### src/silu_pkg.sv
// ============================================================================
// silu_pkg: shared types, constants and the sigmoid table
// Widths, pipeline depth, the piecewise-linear sigmoid table (Q1.12) and the
// saturation helper used by the SiLU activation unit.
// ============================================================================
package silu_pkg;

    localparam int DATA_W       = 16;
    localparam int FRAC_BITS    = 12;
    localparam int SIG_SEGMENTS = 64;
    localparam int IDX_W        = $clog2(SIG_SEGMENTS);
    localparam int FR_W         = DATA_W - IDX_W;
    localparam int TAB_W        = FRAC_BITS + 1;
    localparam int ONE          = 1 << FRAC_BITS;
    localparam int NSTAGE       = 6;
    localparam int MUL1_W       = DATA_W + TAB_W + 1;
    localparam int ACC_W        = DATA_W + 2;
    localparam int MUL2_W       = 2 * ACC_W;
    localparam int SAT_W        = MUL2_W - FRAC_BITS;

    typedef logic [TAB_W-1:0] sig_t;

    // sigmoid at x = -8.0 .. +8.0 in steps of 0.25, rounded to Q.12
    localparam sig_t SIG_TAB [0:SIG_SEGMENTS] = '{
        13'd1,    13'd2,    13'd2,    13'd3,    13'd4,    13'd5,    13'd6,    13'd8,
        13'd10,   13'd13,   13'd17,   13'd21,   13'd27,   13'd35,   13'd45,   13'd58,
        13'd74,   13'd94,   13'd120,  13'd153,  13'd194,  13'd246,  13'd311,  13'd391,
        13'd488,  13'd606,  13'd747,  13'd912,  13'd1102, 13'd1314, 13'd1546, 13'd1793,
        13'd2048, 13'd2303, 13'd2550, 13'd2782, 13'd2994, 13'd3184, 13'd3349, 13'd3490,
        13'd3608, 13'd3705, 13'd3785, 13'd3850, 13'd3902, 13'd3943, 13'd3976, 13'd4002,
        13'd4022, 13'd4038, 13'd4051, 13'd4061, 13'd4069, 13'd4075, 13'd4079, 13'd4083,
        13'd4086, 13'd4088, 13'd4090, 13'd4091, 13'd4092, 13'd4093, 13'd4094, 13'd4094,
        13'd4095
    };

    typedef enum logic {
        FUNC_FWD  = 1'b0,
        FUNC_GRAD = 1'b1
    } func_e_t;

    typedef struct packed {
        func_e_t                   func;
        logic signed [DATA_W-1:0]  x;
        logic signed [DATA_W-1:0]  dy;
        logic                      last;
    } item_t;

    typedef struct packed {
        logic ld_read;
        logic ld_interp;
    } lut_en_t;

    function automatic logic signed [DATA_W-1:0] sat_out(input logic signed [SAT_W-1:0] v);
        logic signed [SAT_W-1:0] max_v;
        logic signed [SAT_W-1:0] min_v;
        max_v = SAT_W'((1 << (DATA_W - 1)) - 1);
        min_v = -max_v - SAT_W'(1);
        if (v > max_v)
        begin
            sat_out = DATA_W'(max_v);
        end
        else if (v < min_v)
        begin
            sat_out = DATA_W'(min_v);
        end
        else
        begin
            sat_out = v[DATA_W-1:0];
        end
    endfunction

endpackage

### src/silu_activation_unit.sv
// ============================================================================
// silu_activation_unit: SiLU forward and gradient, Q4.12
// Streaming elementwise SiLU / SiLU-gradient with a piecewise-linear sigmoid.
// ============================================================================
// Usage
//   Slave side takes one request per element: tdata = {grad_in, x_in},
//   tuser = func (0 forward, 1 gradient), tlast marks the end of an array.
//   Master side returns one request per element: tdata = result (saturated
//   Q4.12), tlast copied from the input element.
//   With no stall, a request passes the register stages in order and is
//   then shown on the master side. Throughput is one element per cycle
//   while the master side is ready: six register stages (table read,
//   interpolation, first multipliers, rounding, second multiplier,
//   saturation/output), each with its own valid bit.
//   A stage accepts new data when it is empty or its successor moves, so
//   bubbles are squeezed out when the receiver stalls; with the pipeline
//   full, tready on the slave side follows tready on the master side.
//   Reset clears all valid bits; the pipeline comes up empty and ready.
// ============================================================================
module silu_activation_unit (
    input  logic        clk,
    input  logic        rst_n,
    input  logic        s_axis_tvalid,
    output logic        s_axis_tready,
    input  logic [31:0] s_axis_tdata,   // [15:0] x_in, [31:16] grad_in
    input  logic        s_axis_tuser,   // [0] func
    input  logic        s_axis_tlast,
    output logic        m_axis_tvalid,
    input  logic        m_axis_tready,
    output logic [15:0] m_axis_tdata,   // [15:0] result
    output logic        m_axis_tlast
);

    localparam int NS = silu_pkg::NSTAGE;
    localparam int DW = silu_pkg::DATA_W;
    localparam int FB = silu_pkg::FRAC_BITS;
    localparam int M1 = silu_pkg::MUL1_W;
    localparam int AW = silu_pkg::ACC_W;
    localparam int M2 = silu_pkg::MUL2_W;
    localparam int SW = silu_pkg::SAT_W;

    logic [NS-1:0]       vld_reg;
    logic [NS-1:0]       vld_next;
    logic [NS:0]         rdy;

    silu_pkg::item_t     item_in;
    silu_pkg::item_t     item_reg [0:NS-1];

    silu_pkg::lut_en_t   lut_en;
    silu_pkg::sig_t      s_val;

    logic signed [M1-1:0] mula_reg;
    logic signed [M1-1:0] mula_next;
    logic signed [M1-1:0] mulb_reg;
    logic signed [M1-1:0] mulb_next;

    logic signed [M1:0]   a_sum;
    logic signed [M1:0]   c_sum;
    logic signed [AW-1:0] a_reg;
    logic signed [AW-1:0] a_next;
    logic signed [AW-1:0] c_reg;
    logic signed [AW-1:0] c_next;
    logic signed [DW-1:0] fwd_reg;
    logic signed [DW-1:0] fwd_next;

    logic signed [M2-1:0] prod_reg;
    logic signed [M2-1:0] prod_next;
    logic signed [DW-1:0] fwd2_reg;

    logic signed [M2:0]   p_sum;
    logic signed [DW-1:0] res_reg;
    logic signed [DW-1:0] res_next;

    logic signed [DW-1:0]  mul_lhs;
    logic signed [FB+1:0]  s_sgn;
    logic signed [FB+1:0]  s_cmp;

    // ---------------------------------------------------------------- control
    always_comb
    begin
        rdy[NS] = m_axis_tready;
        for (int k = NS - 1; k >= 0; k--)
        begin
            rdy[k] = !vld_reg[k] || rdy[k+1];
        end
    end

    assign vld_next = {vld_reg[NS-2:0], s_axis_tvalid};

    always_ff @(posedge clk or negedge rst_n)
    begin
        if (!rst_n)
        begin
            vld_reg <= '0;
        end
        else
        begin
            for (int k = 0; k < NS; k++)
            begin
                if (rdy[k])
                begin
                    vld_reg[k] <= vld_next[k];
                end
            end
        end
    end

    assign s_axis_tready = rdy[0];

    always_comb
    begin
        item_in.func = silu_pkg::func_e_t'(s_axis_tuser);
        item_in.x    = s_axis_tdata[DW-1:0];
        item_in.dy   = s_axis_tdata[2*DW-1:DW];
        item_in.last = s_axis_tlast;
    end

    always_ff @(posedge clk)
    begin
        for (int k = 0; k < NS; k++)
        begin
            if (rdy[k])
            begin
                item_reg[k] <= (k == 0) ? item_in : item_reg[(k == 0) ? 0 : k - 1];
            end
        end
    end

    // ------------------------------------------------------- stages 0 and 1
    assign lut_en.ld_read   = rdy[0];
    assign lut_en.ld_interp = rdy[1];

    silu_sigmoid u_sigmoid (
        .clk (clk),
        .en  (lut_en),
        .x   (item_in.x),
        .s   (s_val)
    );

    // ---------------------------------------------------------------- stage 2
    always_comb
    begin
        s_sgn   = $signed({1'b0, s_val});
        s_cmp   = $signed((FB+2)'(silu_pkg::ONE)) - s_sgn;
        mul_lhs = (item_reg[1].func == silu_pkg::FUNC_GRAD) ? item_reg[1].dy : item_reg[1].x;
        mula_next = M1'(mul_lhs * s_sgn);
        mulb_next = M1'(item_reg[1].x * s_cmp);
    end

    // ---------------------------------------------------------------- stage 3
    always_comb
    begin
        a_sum    = (M1+1)'(mula_reg) + $signed((M1+1)'(1 << (FB - 1)));
        c_sum    = (M1+1)'(mulb_reg) + $signed((M1+1)'(1 << (FB - 1)));
        a_next   = a_sum[FB +: AW];
        c_next   = c_sum[FB +: AW] + $signed(AW'(silu_pkg::ONE));
        fwd_next = silu_pkg::sat_out(SW'(a_next));
    end

    // ---------------------------------------------------------------- stage 4
    assign prod_next = M2'(a_reg * c_reg);

    // ---------------------------------------------------------------- stage 5
    always_comb
    begin
        p_sum = (M2+1)'(prod_reg) + $signed((M2+1)'(1 << (FB - 1)));
        if (item_reg[4].func == silu_pkg::FUNC_GRAD)
        begin
            res_next = silu_pkg::sat_out(p_sum[FB +: SW]);
        end
        else
        begin
            res_next = fwd2_reg;
        end
    end

    always_ff @(posedge clk)
    begin
        if (rdy[2])
        begin
            mula_reg <= mula_next;
            mulb_reg <= mulb_next;
        end
        if (rdy[3])
        begin
            a_reg   <= a_next;
            c_reg   <= c_next;
            fwd_reg <= fwd_next;
        end
        if (rdy[4])
        begin
            prod_reg <= prod_next;
            fwd2_reg <= fwd_reg;
        end
        if (rdy[5])
        begin
            res_reg <= res_next;
        end
    end

    assign m_axis_tvalid = vld_reg[NS-1];
    assign m_axis_tdata  = res_reg;
    assign m_axis_tlast  = item_reg[NS-1].last;

    function automatic silu_pkg::sig_t TAB_W_ONE();
        TAB_W_ONE = silu_pkg::TAB_W'(silu_pkg::ONE);
    endfunction

    // ------------------------------------------------------------- assertions
    // a ready receiver always lets the whole pipeline move
    a_ready_chain: assert property (@(posedge clk) disable iff (!rst_n)
        m_axis_tready |-> s_axis_tready)
        else $error("slave side stalled while master side is ready");

    a_sigmoid_range: assert property (@(posedge clk) disable iff (!rst_n)
        vld_reg[1] |-> (s_val < TAB_W_ONE()))
        else $error("interpolated sigmoid reached one");

    a_fwd_sign: assert property (@(posedge clk) disable iff (!rst_n)
        (vld_reg[NS-1] && (item_reg[NS-1].func == silu_pkg::FUNC_FWD)
         && !item_reg[NS-1].x[DW-1]) |-> !res_reg[DW-1])
        else $error("forward result negative for non-negative input");

    a_grad_zero: assert property (@(posedge clk) disable iff (!rst_n)
        (vld_reg[NS-1] && (item_reg[NS-1].func == silu_pkg::FUNC_GRAD)
         && (item_reg[NS-1].dy == '0)) |-> (res_reg == '0))
        else $error("zero upstream gradient gave a non-zero result");

endmodule

### src/silu_sigmoid.sv
// ============================================================================
// silu_sigmoid: two-stage piecewise-linear sigmoid
// Stage one reads the segment base and step from the table, stage two
// interpolates with the fractional position inside the segment.
// ============================================================================
module silu_sigmoid (
    input  logic                                  clk,
    input  silu_pkg::lut_en_t                     en,
    input  logic signed [silu_pkg::DATA_W-1:0]    x,
    output silu_pkg::sig_t                        s
);

    logic [silu_pkg::DATA_W-1:0] u;
    logic [silu_pkg::IDX_W-1:0]  idx;
    logic [silu_pkg::IDX_W:0]    idx_hi;

    silu_pkg::sig_t              lo_reg;
    silu_pkg::sig_t              lo_next;
    silu_pkg::sig_t              d_reg;
    silu_pkg::sig_t              d_next;
    logic [silu_pkg::FR_W-1:0]   fr_reg;
    logic [silu_pkg::FR_W-1:0]   fr_next;
    silu_pkg::sig_t              s_reg;
    silu_pkg::sig_t              s_next;

    logic [silu_pkg::TAB_W+silu_pkg::FR_W:0] interp;

    // offset binary: flip the sign bit
    assign u      = {~x[silu_pkg::DATA_W-1], x[silu_pkg::DATA_W-2:0]};
    assign idx    = u[silu_pkg::DATA_W-1 -: silu_pkg::IDX_W];
    assign idx_hi = {1'b0, idx} + (silu_pkg::IDX_W+1)'(1);

    always_comb
    begin
        lo_next = silu_pkg::SIG_TAB[idx];
        // table is monotone, so the step is never negative
        d_next  = silu_pkg::SIG_TAB[idx_hi] - silu_pkg::SIG_TAB[idx];
        fr_next = u[silu_pkg::FR_W-1:0];
    end

    always_comb
    begin
        interp = (silu_pkg::TAB_W+silu_pkg::FR_W+1)'(d_reg * fr_reg)
               + (silu_pkg::TAB_W+silu_pkg::FR_W+1)'(1 << (silu_pkg::FR_W - 1));
        s_next = lo_reg + interp[silu_pkg::FR_W +: silu_pkg::TAB_W];
    end

    always_ff @(posedge clk)
    begin
        if (en.ld_read)
        begin
            lo_reg <= lo_next;
            d_reg  <= d_next;
            fr_reg <= fr_next;
        end
        if (en.ld_interp)
        begin
            s_reg <= s_next;
        end
    end

    assign s = s_reg;

endmodule
### config.mk
export PLATFORM = sky130hd
export DESIGN_NAME = silu_activation_unit
export DESIGN_NICKNAME = d
export VERILOG_FILES = /design/src/silu_pkg.sv /design/src/silu_activation_unit.sv /design/src/silu_sigmoid.sv
export SDC_FILE = /design/constraint.sdc
export NUM_CORES = 2
export LEC_CHECK = 0
export BUFFER_PORTS_ARGS = -buffer_cell sky130_fd_sc_hd__buf_2
export CAP_MARGIN = 25
export CORE_MARGIN = 4
export CORE_UTILIZATION = 60
export DETAILED_ROUTE_END_ITERATION = 16
export GPL_TIMING_DRIVEN = 0
export PLACE_DENSITY_LB_ADDON = 0.2
export RECOVER_POWER = 25
export SLEW_MARGIN = 15
export SYNTH_ARGS = -nofsm -noshare
export SYNTH_HDL_FRONTEND = slang
export SYNTH_SLANG_ARGS = --single-unit
### constraint.sdc
create_clock -name clk -period 19.3 [get_ports clk]
set_clock_uncertainty 0.1 [all_clocks]
set_input_delay 0.965 -clock clk [delete_from_list [all_inputs] [get_ports clk]]
set_output_delay 0.965 -clock clk [all_outputs]
set_load 0.1 [all_outputs]
# Word-level counts from Yosys, hierarchy flattened
# Memories as Yosys holds them, arrays and structs flattened.
# Index checks and enable logic that the tools add are counted.
# op_classes
addsub,9
n_mul,4
n_div,0
n_lt_le_gt_ge,6
n_eq_ne,0
n_shift,0
mux,21
bitwise,3
reduce_logical,12
# op_table
cell,n
two-way mux 16 bit,5
adder 30 x 13 -> 30 bit (second input constant),2
multiplier 16 x 14 -> 30 bit,2
two-way mux 13 bit,4
adder 36 x 13 -> 36 bit (second input constant),1
multiplier 18 x 18 -> 36 bit,1
> comparator 24 x 16 -> 1 bit (second input constant),1
< comparator 24 x 16 -> 1 bit (second input constant),1
adder 23 x 10 -> 23 bit (second input constant),1
multiplier 13 x 10 -> 23 bit,1
adder 18 x 13 -> 18 bit (second input constant),1
> comparator 18 x 16 -> 1 bit (second input constant),1
< comparator 18 x 16 -> 1 bit (second input constant),1
subtractor 13 x 13 -> 14 bit (first input constant),1
adder 13 bit,1
subtractor 13 bit,1
two-way mux 1 bit,12
greater-or-equal comparator 7 x 8 -> 1 bit (second input constant),1
greater-or-equal comparator 8 bit (second input constant),1
NOT 7 -> 8 bit,1
adder 6 x 1 -> 7 bit (second input constant),1
NOT 6 -> 7 bit,1
zero test 1 bit,6
logical OR 1 bit,6
NOT 1 bit,1
# word_totals
regBits,235
latch_bits,0
ramBits,204
rom_bits,3328
input_bits,38
word_cells,76
mem_count,3
# mem_list
memory,words,width,read_ports,rd_ports_with_merged_regs,write_ports,line_no,rtl
(name not given),128,13,1,0,0,silu_sigmoid.sv:37,d_next = silu_pkg::SIG_TAB[idx_hi] - silu_pkg::SIG_TAB[idx];
(name not given),128,13,1,0,0,silu_sigmoid.sv:37,
item_reg,6,34,6,0,6,silu_activation_unit.sv:47,silu_pkg::item_t item_reg [0:NS-1];

# Depth between registers and ports, before layout
# logic_depth
word_depth,9
mapped_depth,29
ltp_nobuf,28

# Modules after synthesis
# Synthesis repeated with hierarchy kept, for this count alone.
# hier_totals
cells_unflattened,4507
hier_area_um2,44516.4
# by_module_without_submodules
mod,instances,cells_per_inst,area_per_inst_um2,seq_area_each_um2
silu_activation_unit,1,3517,36080.9,6816.5
silu_sigmoid,1,990,8435.6,1441.4

# Worst setup path before layout
# Ideal clock, no wire load.
# synth_path
kind,flip-flop to flip-flop
startpoint,reg u_sigmoid.s_reg[5] (netlist: u_sigmoid.s[5])
endpoint,"reg mulb_reg[24], data pin"
setup_time_ns,0.135
arrival_ns,7.201
required_ns,19.065
path_slack_ns,11.864
path_stages_with_launch,27
n_path_buf,2
path_cell_list,edfxtp_1 -> buf_2 -> or4_4 -> nor4_2 -> or3b_1 -> nor3_1 -> xor2_1 -> buf_2 -> and2_1 -> fa_1 -> fa_1 -> fa_1 -> fa_1 -> fa_1 -> inv_1 -> fa_1 -> inv_1 -> ha_1 -> a21o_1 -> a21o_1 -> a21oi_1 -> nor2b_1 -> o21ai_0 -> and2_1 -> o21a_1 -> or4_1 -> nand3_1
# synth_between
elab_chain_cells,2
# synth_lines
item,line_no,rtl
start: declaration,silu_sigmoid.sv:23,silu_pkg::sig_t s_reg;
start signal: assignment,silu_sigmoid.sv:58,s_reg <= s_next;
subtractor 13 x 13 -> 14 bit,silu_activation_unit.sv:144,s_cmp = $signed((FB+2)'(silu_pkg::ONE)) - s_sgn;
multiplier 16 x 14 -> 30 bit,silu_activation_unit.sv:147,mulb_next = M1'(item_reg[1].x * s_cmp);
net mulb_next[24],silu_activation_unit.sv:55,logic signed [M1-1:0] mulb_next;
end signal: assignment,silu_activation_unit.sv:182,mulb_reg <= mulb_next;
end: declaration,silu_activation_unit.sv:54,logic signed [M1-1:0] mulb_reg;
# The timed path passes the listed nets, and every way through them passes these cells.
# A chain may end at the register's enable or synchronous reset.

# Worst setup path after layout
# layout_path
startpoint,reg u_sigmoid.s_reg[1] (netlist: u_sigmoid.s[1])
endpoint,"reg mulb_reg[24], data pin"
# Same word-level chain as after synthesis.

==> impl_metrics.json <==
{
  "grt_max_degree": 51,
  "antennaDiodeCount": 0,
  "fmax_mhz": 116,
  "instances_no_fill": 5569,
  "cp_max_fo": 10,
  "critPathRequiredTime_ps": 19660,
  "yosysWarningCount": 0,
  "setup_viol": 0,
  "port_buffers": 56,
  "cts_made_buffers": 30,
  "endpoint_kind": "flop",
  "final-hold-violation-count": 0,
  "yosysSeqAreaShare_pct": 18.1,
  "clk_path_buf_depth": 3,
  "finalCritPeriodShare_pct": 44.6,
  "synth_cell_types": 82,
  "post_synth.cell_area_avg_um2": 9.75,
  "synth_top_area_cell": "fa_1",
  "maxCapViolCount": 0,
  "synth_fp_nets": 5705,
  "synth_most_common_cell": "inv_1",
  "largest_reg_flops": 66,
  "hold_buffers": 0,
  "clock_sinks": 266,
  "fill_cells": 5907,
  "drive_gt1_share_pct": 3.10,
  "holdWs_ps": 148,
  "avgRoutedWirePerCell_um": 18.7,
  "cts-resized-gates": 0,
  "maxSlewViolCount": 0,
  "htree_num_levels": 1,
  "die-area_um2": 77600,
  "grt_usage_pct": 27.9,
  "path_clk_slew_ps": 60,
  "via_per_inst": 5.52,
  "criticalPathCategory": "reg -> reg",
  "area_growth_pct": 5.78,
  "min_period_ps": 8610,
  "status": "complete, no violations",
  "dp.cells": 5515,
  "place_hpwl_um": 87000,
  "die_w_um": 278,
  "synth_edf_count": 260,
  "synth_area_leaders": "fa_1, edfxtp_1, ha_1",
  "first_pass_iters": 5,
  "slowest_stage": "xor2_1",
  "worstSetupStartpointType": "flop",
  "crit_top_cell": "inv_1",
  "rsz0062_at_grt": "no",
  "ios": 57,
  "drt_iter0_drc": 1751,
  "layout.nets": 5799,
  "syn_area_um2": 43900,
  "grt_pass1_wl_um": 172000,
  "ant_nets": 0,
  "syn_inst": 4503,
  "antenna_found_initial": 1,
  "start_util_pct": 61.0,
  "hold_class": "in -> async",
  "slowest_delay_ps": 710,
  "cts_setup_buffers": 0,
  "cts-root-buf": "clkbuf_16",
  "synth_top_area_share_pct": 38.1,
  "async_reset_ff_share_pct": 2.26,
  "synthFlopType": "edfxtp_1",
  "vias": 30759,
  "arrival_ps": 8970,
  "gp_congestion": 0.943,
  "post-route-drc-count": 0,
  "tns_ps": 0,
  "coreArea_um2": 72000,
  "synthTopCellsByCount": "inv_1, fa_1, nand2_1",
  "wl_um": 104000,
  "row_count": 98,
  "insertion_delay_ps": 610,
  "grt_overflow_total": 0,
  "slew_headroom_pct": 29.9,
  "cts_tree": "yes",
  "fp.dieH_um": 278,
  "tightest_slew_ps": 1040,
  "synth_seq_cells": 266,
  "grt_pass1_vias": 32924
}
## metrics by stage
step	area [µm²]	utilization (%)	setup slack, ps
finish	46400	64.5	10690
global route	46400	64.5	10370
CTS	46500	64.5	10760
detailed placement	45500	63.3	10820
global placement	45400	63.0	10860
floorplan	43900	-	11860
## cell families after synthesis
logic type	Yosys count	synth area share, %
AO/OA/AOI/OAI	407	5.86
XOR/XNOR	193	3.85
adder cells (fa/ha/maj)	1165	47.5
buffers and inverters	1145	9.80
flip-flops	266	18.1
multiplexers	31	0.752
AND/OR/NAND/NOR	1296	14.1
## layout by cell type, fill, tap and decap left out, types with 5 or more instances in the layout
cell type	synthesis	final
inv_1	943	942
fa_1	835	835
nand2_1	614	613
and2_1	340	339
ha_1	329	329
edfxtp_1	260	260
clkbuf_1	185	200
o21ai_0	129	129
xnor2_1	128	128
nor2_1	127	126
a21oi_1	103	103
xor2_1	65	65
buf_2	5	52
nand3_1	50	49
a21o_1	36	36
nor3_1	31	31
nand2b_1	31	31
clkbuf_16	0	30
nor2b_1	27	27
and3_1	21	21
a31oi_1	18	18
mux2_2	16	16
nand4_1	15	15
mux2i_1	15	15
o21a_1	15	15
o211ai_1	10	10
buf_1	9	9
o22ai_1	9	9
o21bai_1	9	9
a211oi_1	7	7
and4_1	7	7
clkinv_1	2	7
or2_2	7	7
dfrtp_1	6	6
o41ai_1	5	5
nor4_1	5	5
o311ai_0	5	5
a221oi_1	5	5
clkinv_2	0	5
## worst paths after layout
kind | startpoint | cells after the start | end | slack (ps)
max | u_sigmoid.s[1] | 28 | mulb_reg[24] | 10690
min | rst_n | 1 | vld_reg[2] | 150
max reg2reg | u_sigmoid.s[1] | 28 | mulb_reg[24] | 10690
min reg2reg | item_reg[0][2] | 0 | item_reg[1][2] | 310
max in group asynchronous | rst_n | 1 | vld_reg[1] | 18670
min in group clk | item_reg[0][2] | 0 | item_reg[1][2] | 310
## area by class of cell
| class | instances | area, µm² | area share, % |
|---|---|---|---|
| multi-input cells | 3092 | 31700 | 68.2 |
| flip-flops and latches | 266 | 7960 | 17.1 |
| inverters | 946 | 3550 | 7.65 |
| well taps | 950 | 1190 | 2.56 |
| clock buffers | 36 | 773 | 1.67 |
| plain buffers | 199 | 753 | 1.62 |
| repair buffers | 62 | 399 | 0.860 |
| clock inverters | 18 | 158 | 0.340 |
## critical path: cells and delay by family, from the launching register on
kind,cells,cell delay (ps)
AND/OR/NAND/NOR,5,910
buffers and inverters,8,1310
XOR/XNOR,1,710
flip-flops,1,380
AO/OA/AOI/OAI,6,1530
adder cells (fa/ha/maj),8,3500
## per-layer routing
layer | part of all wire (%) | up-vias | GRT usage, %
li1 | - | 14010 | -
met1 | 40 | 15433 | 36.3
met2 | 49 | 1046 | 47.8
met3 | 6.0 | 270 | 3.48
met4 | 4.9 | 0 | 11.3
met5 | 0 | - | 0
Power is not shown: default switching activity piles up to over one toggle a cycle in this logic, so the estimate is an artifact.
